===== config.mk =====
export PLATFORM = sky130hd
export DESIGN_NAME = tdt_cell
export DESIGN_NICKNAME = d
export VERILOG_FILES = /design/src/rtl/tdt_pkg.sv /design/src/rtl/tdt_cell.sv
export SDC_FILE = /design/constraint.sdc
export NUM_CORES = 1
export LEC_CHECK = 0
export BUFFER_PORTS_ARGS = -buffer_cell sky130_fd_sc_hd__buf_2
export CORE_ASPECT_RATIO = 1.75
export CORE_MARGIN = 2
export CORE_UTILIZATION = 47
export DETAILED_ROUTE_END_ITERATION = 7
export GPL_TIMING_DRIVEN = 0
export PLACE_DENSITY_LB_ADDON = 0.1
export SETUP_SLACK_MARGIN = 0.4
export SYNTH_ARGS = -nofsm -noshare
export SYNTH_HDL_FRONTEND = slang
export SYNTH_SLANG_ARGS = --single-unit

===== constraint.sdc =====
create_clock -name i_clk -period 5.6 [get_ports i_clk]
set_input_delay 1.68 -clock i_clk [delete_from_list [all_inputs] [get_ports i_clk]]
set_output_delay 1.68 -clock i_clk [all_outputs]
set_load 0.02 [all_outputs]

===== src/rtl/tdt_pkg.sv =====
// Shared types and constants for the time-window dedup table.
package tdt_pkg;

    localparam int ADDR_W       = 48;
    localparam int TIME_W       = 32;
    localparam int CNT_W        = 16;
    localparam int WIN_SEC_W    = 16;
    // The largest window, 65535 s, is 65535000 ms, which fits in 26 bits.
    localparam int WIN_MS_W     = 26;
    localparam int IDX_W        = 8;
    localparam int MS_PER_SEC   = 1000;
    localparam int WINDOW_RESET = 60;

    // Search token that walks the row of cells, one cell per cycle.
    typedef struct packed {
        logic              valid;
        logic [ADDR_W-1:0] addr;
        logic [TIME_W-1:0] now;
        logic              hit;
        logic              accept;
        logic              best_vld;
        logic [TIME_W-1:0] best_time;
        logic [IDX_W-1:0]  best_idx;
    } t_tok;

    // Write command sent to every cell at once.
    typedef struct packed {
        logic              en;
        logic [IDX_W-1:0]  idx;
        logic [ADDR_W-1:0] addr;
        logic [TIME_W-1:0] time_ms;
    } t_wr;

endpackage


===== src/rtl/tdt_cell.sv =====
// One table entry with its share of the search: match, refresh and oldest tracking.
module tdt_cell #(
    parameter int IDX = 0
) (
    input  logic                          i_clk,
    input  logic                          i_rst_n,
    input  tdt_pkg::t_tok                 i_tok,
    output tdt_pkg::t_tok                 o_tok,
    input  logic [tdt_pkg::IDX_W-1:0]     i_fill,
    input  tdt_pkg::t_wr                  i_wr,
    input  logic [tdt_pkg::WIN_MS_W-1:0]  i_win_limit
);
    import tdt_pkg::*;

    logic [ADDR_W-1:0] r_addr;
    logic [TIME_W-1:0] r_time;
    t_tok              r_tok;
    t_tok              n_tok;
    logic              occ;
    logic              match;
    logic [TIME_W-1:0] elapsed;

    // An entry is in use when its index lies below the fill count.
    assign occ     = IDX_W'(IDX) < i_fill;
    assign match   = i_tok.valid && occ && !i_tok.hit && (r_addr == i_tok.addr);
    assign elapsed = i_tok.now - r_time;

    always_comb begin
        n_tok = i_tok;
        if (match) begin
            n_tok.hit    = 1'b1;
            n_tok.accept = elapsed >= {{(TIME_W-WIN_MS_W){1'b0}}, i_win_limit};
        end
        // Strict less-than keeps the lowest index on equal times.
        if (i_tok.valid && occ && (!i_tok.best_vld || r_time < i_tok.best_time)) begin
            n_tok.best_vld  = 1'b1;
            n_tok.best_time = r_time;
            n_tok.best_idx  = IDX_W'(IDX);
        end
    end

    always_ff @(posedge i_clk) begin
        if (!i_rst_n) begin
            r_tok.valid <= 1'b0;
        end else begin
            r_tok <= n_tok;
        end
    end

    always_ff @(posedge i_clk) begin
        if (i_wr.en && i_wr.idx == IDX_W'(IDX)) begin
            r_addr <= i_wr.addr;
            r_time <= i_wr.time_ms;
        end else if (match) begin
            r_time <= i_tok.now;
        end
    end

    assign o_tok = r_tok;

endmodule


==> results of run 1 <==
-- timing repair --
action / in CTS / in global routing
buffers inserted: 10 / 2
resized for setup: 35 / 18
cloned: 0 / 0
endpoints found under the setup margin: 1 / 1
pin swaps: 27 / 15
-- per-layer routing --
| layer | track usage [%] | part of all wire, % | up-vias |
|---|---|---|---|
| met4 | 11.74 | 4.4 | 4 |
| met5 | 0 | 0.060 | - |
| li1 | - | - | 4995 |
| met3 | 5.528 | 6.7 | 88 |
| met2 | 51.11 | 54 | 431 |
| met1 | 27.82 | 35 | 4873 |
-- final cells by class --
type	instances	area, um^2
Antenna cell	2	5.005
Buffer	53	232.7
Clock buffer	24	556.8
Clock inverter	11	234.0
Fill cell	2221	9793
Inverter	107	404.1
Multi-Input combinational cell	749	5510
Sequential cell	204	6116
Tap cell	316	395.4
Timing Repair Buffer	385	1994
-- through the flow --
stage / TNS (ns) / worst slack, ns / hold WS (ns) / instances / util [%]
3_3_place_gp: -5.668 / -0.4597 / 0.7439 / 1801 / 56.60
2_1_floorplan: 0 / 0.4320 / 0.6906 / 1113 / -
4_1_cts: 0 / 0.4053 / 0.7784 / 1847 / 60.92
3_5_place_dp: -0.4754 / -0.4754 / 0.7618 / 1802 / 56.76
6_report: 0 / 0.4619 / 0.7913 / 1851 / 61.20
5_1_grt: 0 / 0.2875 / 0.8589 / 1851 / 61.20
-- power breakdown --
| group | switching [mW] | internal (mW) | leakage, nW |
|---|---|---|---|
| combinational | 0.396 | 0.267 | 4.55 |
| clock | 0.602 | 1.03 | 0.381 |
| sequential | 0.0182 | 1.76 | 1.93 |
| total | 1.02 | 3.06 | 6.87 |
-- flip-flops by register name, summed over array words and instances, names as in the netlist --
signal / flops
r_time: 32
o_tok: 124
r_addr: 48
-- cell usage after synthesis, drive strengths merged (10+ instances only) --
| cell type | instances | share of area [%] |
|---|---|---|
| ha | 88 | 9.2 |
| nor4 | 11 | 0.57 |
| and2 | 33 | 1.7 |
| nor2b | 10 | 0.52 |
| clkbuf | 43 | 1.4 |
| a21o | 33 | 2.1 |
| buf | 10 | 0.51 |
| nor3 | 11 | 0.46 |
| o311ai | 32 | 2.3 |
| nand2 | 131 | 4.1 |
| o21ai | 23 | 0.96 |
| xor2 | 42 | 3.1 |
| and3 | 36 | 1.9 |
| a311oi | 32 | 2.3 |
| edfxtp | 203 | 51 |
| xnor2 | 20 | 1.5 |
| nor2 | 62 | 1.9 |
| a21oi | 40 | 1.7 |
| inv | 106 | 3.3 |
| o2111ai | 35 | 2.6 |
| a31oi | 13 | 0.68 |
| nand4 | 12 | 0.62 |
-- worst min-delay path, cell delays in order, from the launching register on --
cell and delay (ns):
sky130_fd_sc_hd__edfxtp_1 0.39, sky130_fd_sc_hd__and3_1 0.16, sky130_fd_sc_hd__a311oi_1 0.04, sky130_fd_sc_hd__o311ai_0 0.07
-- worst max path at each step --
stage | endpoint | cells past startpoint
finish | o_tok[41] | 17
global route | o_tok[41] | 21
CTS | o_tok[41] | 21
detailed placement | o_tok[41] | 18
global placement | o_tok[41] | 18
floorplan | o_tok[41] | 20
-- logic make-up after synthesis --
| group | share of synthesized area [%] |
|---|---|
| simple gates | 13.38 |
| compound gates | 16.57 |
| flops | 50.91 |
| buf+inv | 5.207 |
| fa+ha+maj | 9.331 |
| xor+xnor | 4.520 |
| mux | 0.08332 |
==> metrics, run 1 <==
final routed DRC violation total=0; slowest stage delay, CP=0.37 ns; clock latency on the worst-skew pair=0.52 ns; Pwr Total=4.076 mW; Final Hold Vio Count=0; global-route wire length before repair=56.95 mm; drt first-iter violations=593; die height=215.5 um; Cell Area, Placed=14330 um^2; largest net degree at the start of global routing=70; CTS Buffer Depth=3; proportion of synthesized flip-flops having asynchronous set or reset=0%; proportion of layout cells with a drive suffix above 1=30.79%; share of the yosys chip area belonging to registers=50.91%; Final setup viols=0; maximum clock rate=194.6 MHz; worst-margin pin slew=0.8341 ns; drt via density=5.614; Initial Util=47.60%; data arrival at the endpoint of the critical path=5.40 ns; global placement routability congestion=0.9461; status=completed; mean routed wirelength per cell=19.82 um; number of cells produced by synthesis=1113; Post-CTS Hold Fix Bufs=0; Min Clock Period, post-route=5.138 ns; via count=10391; post-synth net total=1451; Final period util=91.75%; Avg Inst Size Synth=10.79 um^2; Setup crit start=i_tok[49]; CP Buf/Inv Count=3; Primary FF master, synth=sky130_fd_sc_hd__edfxtp_1; area of the placeable core=25240 um^2; detailed-routing iteration count for the pre-antenna-repair pass=5; Total GRT Usage=26.73%; Worst Setup Start Kind=primary input; number of cell rows=77; R2R depth=17; number of CTS-inserted buffers=21; clock tree from TritonCTS=yes; leakage dissipation=6.867 nW; vias in the first global route=10712; kind of end point of the critical path=register; DIE AREA=26910 um^2; RSZ-0062 raised after global routing=true; number of warning messages in the yosys log=0; Critical Path RT=5.86 ns; Sinks on Clock Net=204; startpoint of the lowest-slack hold path=r_time[20]; total overflow reported by the global router=0; antenna viol nets, final=0; antenna violations before repair=4; Max Clock Skew=0.01154 ns; cell depth of the worst hold path=3; chain of cells forming the critical path=buf_2, ha_1, buf_4, a21o_1, a21oi_2, a21oi_2, or3_4, buf_4, xnor2_1, ha_1, and4_1, a221oi_4, o21ai_1, nor4bb_2, o311ai_2, a2111oi_2, o21ai_1; number of levels the H-tree was split into=1; Reg-to-Reg End=o_tok[41]; power density over the cells=263.8 nW/um^2; count of max-cap constraint violations=0; highest fanout seen on the critical path=7; count of port buffers added during placement=372; RR Startpoint=r_time[1]; commonest non-fill, non-tap cell in the layout=sky130_fd_sc_hd__buf_2; kind of critical path=in -> reg; worst-case headroom to the max-slew limit=44.19%; count of boundary I/O pins=373; area added between synthesis and finish=28.59%; maximum VDD drop=304.6 uV; clock transition at the registers of the reported paths=0.07 ns; type of the worst min-delay path=reg -> reg; slowest library cell on the worst path=sky130_fd_sc_hd__or3_4; final count of pins violating max slew=0; WL final=36.69 mm; area of all placed cells without fillers=15450 um^2; most frequent cells in the layout=sky130_fd_sc_hd__buf_2, sky130_fd_sc_hd__edfxtp_1, sky130_fd_sc_hd__nand2_1; count of different cell masters after synthesis=61; net count of the finished layout=1859; cell class contributing the biggest share of worst-path delay=compound AO/OA/AOI/OAI gates; post-synthesis instance area=12010 um^2; number of synthesized register bits=204; number of enable-type register cells in the synthesized netlist=203; sink of the worst hold path=o_tok[28]; Detailed Place HPWL=28.50 mm; clock root buffer=sky130_fd_sc_hd__clkbuf_16; internal reg-to-reg setup slack=1.13 ns; horizontal extent of the die=124.9 um
Note: power is estimated with default switching activity, not from simulation.
==> run 2, diff against run 1 <==
REMOVE_ABC_BUFFERS = 1   (was default)
==> run 2 against run 1 <==
Net effect: clock power shrank 13%; sequential cell count is the same; routed wire length down 4.9%; critical endpoint unchanged; count of clock-buffer cells in the layout grew 1; highest routed layer unchanged; hold slack improved by 0.0029 ns.
==> metrics, run 2 (synthesized netlist as in run 1, its figures left out) <==
Post-CTS Hold Fix Bufs=0 (unchanged); count of port buffers added during placement=372 (unchanged); clock transition at the registers of the reported paths=0.07 ns (about the same); number of levels the H-tree was split into=1 (unchanged); detailed-routing iteration count for the pre-antenna-repair pass=7 (+2); count of max-cap constraint violations=0 (unchanged); final cell count without fillers=1807 (-2.4%); final count of pins violating max slew=0 (unchanged); drt via density=5.613 (about the same); RR Startpoint=r_time[1]; met1 Resource Use GR=28.45% (+0.63 points); kind of critical path=in -> reg; Worst Setup Start Kind=primary input; maximum VDD drop=236.2 uV (-22%); slowest library cell on the worst path=sky130_fd_sc_hd__o41ai_4; number of CTS-inserted buffers=21 (unchanged); area of the placeable core=25240 um^2 (unchanged); status=completed; global placement routability congestion=0.8827 (-6.7%); internal reg-to-reg setup slack=1.25 ns (+0.12 ns); power density over the cells=252.0 nW/um^2 (-4.5%); via count=10143 (-2.4%); # placed instances=1756 (-2.6%); net count of the finished layout=1810 (-2.6%); Sinks on Clock Net=204 (unchanged); RSZ-0062 raised after global routing=true; Final Util=60.42% (-0.78 points); worst-margin pin slew=1.379 ns (+0.5446 ns); Total GRT Usage=24.73% (-2.0 points); number of cell rows=77 (unchanged); kind of end point of the critical path=register; GRT met2 Usage=46.21% (-4.9 points); die height=215.5 um (unchanged); drt first-iter violations=563 (-5.1%); horizontal extent of the die=124.9 um (unchanged); antenna viol nets, final=0 (unchanged); maximum clock rate=197.1 MHz (+1.3%); area of all placed cells without fillers=15250 um^2 (-1.3%); worst-case headroom to the max-slew limit=8.087% (-36 points); global-route wire length before repair=53.56 mm (-5.9%); part of the power in combinational logic=16.8% (+0.5 points); clock tree from TritonCTS=yes; switching part of the total=26.18% (+1.3 points); count of boundary I/O pins=373 (unchanged); chain of cells forming the critical path=buf_6, inv_4, ha_4, inv_2, fa_2, a211oi_4, o21ai_2, nand3b_4, a21oi_4, o41ai_4, o21bai_1, xor2_1, ha_1, a21o_1, a211oi_2, nor2_1, nor4bb_1, o311ai_1, a2111oi_2, o21ai_1; most frequent cells in the layout=sky130_fd_sc_hd__buf_2, sky130_fd_sc_hd__edfxtp_1, sky130_fd_sc_hd__nand2_1; NetSw=1.006 mW (-0.91%); slowest stage delay, CP=0.39 ns (+0.02 ns); Max Clock Skew=0.01538 ns (+0.003843 ns); proportion of layout cells with a drive suffix above 1=31.56% (+0.77 points); Initial Util=47.60% (unchanged); Clock Power Share=37.0% (-3.1 points); area added between synthesis and finish=26.94%; data arrival at the endpoint of the critical path=5.32 ns (-0.08 ns); Final setup viols=0 (unchanged); Min Clock Period, post-route=5.074 ns (-0.06413 ns); total overflow reported by the global router=0 (unchanged); fraction of met3 tracks used by global routing=3.471% (-2.1 points); P_int=2.837 mW (-7.3%); startpoint of the lowest-slack hold path=r_time[13]; largest net degree at the start of global routing=106 (+51%); Pwr Total=3.843 mW (-5.7%); vias in the first global route=10138 (-5.4%); CTS Buffer Depth=3 (unchanged); type of the worst min-delay path=reg -> reg; final routed DRC violation total=0 (unchanged); smallest setup slack after layout=0.5261 ns (+0.06413 ns); clock latency on the worst-skew pair=0.51 ns (about the same); Largest register FFs=124 (unchanged); Setup crit start=i_tok[43]; Final period util=90.61% (-1.1 points); Final Hold Vio Count=0 (unchanged); antenna violations before repair=8 (+4); global routing's busiest layer=met2; Cell Area, Placed=14250 um^2 (-0.51%); Detailed Place HPWL=25.91 mm (-9.1%); Critical Path RT=5.85 ns (about the same); DIE AREA=26910 um^2 (unchanged); highest fanout seen on the critical path=3 (-4); leakage dissipation=6.776 nW (-1.3%); register share of total power=46.2% (+2.5 points); clock root buffer=sky130_fd_sc_hd__clkbuf_16; WL final=34.90 mm (-4.9%); mean routed wirelength per cell=19.31 um (-2.6%); worst-case setup slack after placement=-0.8718 ns (-0.3964 ns); commonest non-fill, non-tap cell in the layout=sky130_fd_sc_hd__buf_2
## run 2: layout make-up
type	count	area (um^2)
tap	316	395.4
antenna	5	12.51
clock buffer	25	560.5
multi-input combinational	749	5525
inverter	107	405.4
sequential	204	6116
timing repair buffer	389	2111
clock inverter	12	125.1
fill	2230	9991
## run 2: critical path, delay by kind of cell
family | cells | cell delay (ns)
AOI/OAI and AO/OA | 10 | 1.93
xor gates and xnor gates | 1 | 0.16
and+or+nand+nor | 3 | 0.51
adders and majority gates | 3 | 0.84
buffers and inverters | 3 | 0.19
## run 2: through the flow
step	setup TNS (ns)	hold slack, ns
after global placement	-160.93	0.7402
after CTS	0	0.7817
after global routing	0	0.8364
after floorplan	0	0.6906
final	0	0.7942
after detailed placement	-0.8718	0.7587
## run 2: power by group through the flow
| stage | combinational (mW) | clock (mW) | sequential (mW) |
|---|---|---|---|
| 2_1_floorplan | 0.251 | 0 | 1.91 |
| 3_3_place_gp | 0.596 | 0 | 1.81 |
| 3_5_place_dp | 0.620 | 0 | 1.81 |
| 4_1_cts | 0.635 | 1.45 | 1.78 |
| 5_1_grt | 0.706 | 1.50 | 1.78 |
| 6_report | 0.646 | 1.42 | 1.78 |
## run 2: path summary, 6_finish.rpt
| kind | to | cells past startpoint |
|---|---|---|
| max reg2reg | o_tok[41] | 17 |
| max | o_tok[41] | 20 |
| min reg2reg | o_tok[21] | 3 |
| min | o_tok[21] | 3 |
## run 2: what timing repair did
action,CTS,global route
resized for setup,28,23
pin swaps,18,22
cloned,0,0
setup buffers,5,4
setup endpoints to repair,1,1
## run 2: layer usage
layer	wire length (um)	part of all wire [%]	vias up
met3	2205	6.3	62
met1	12970	37	4792
met2	18630	53	375
met5	27	0.077	-
met4	1059	3.0	4
li1	-	-	4910
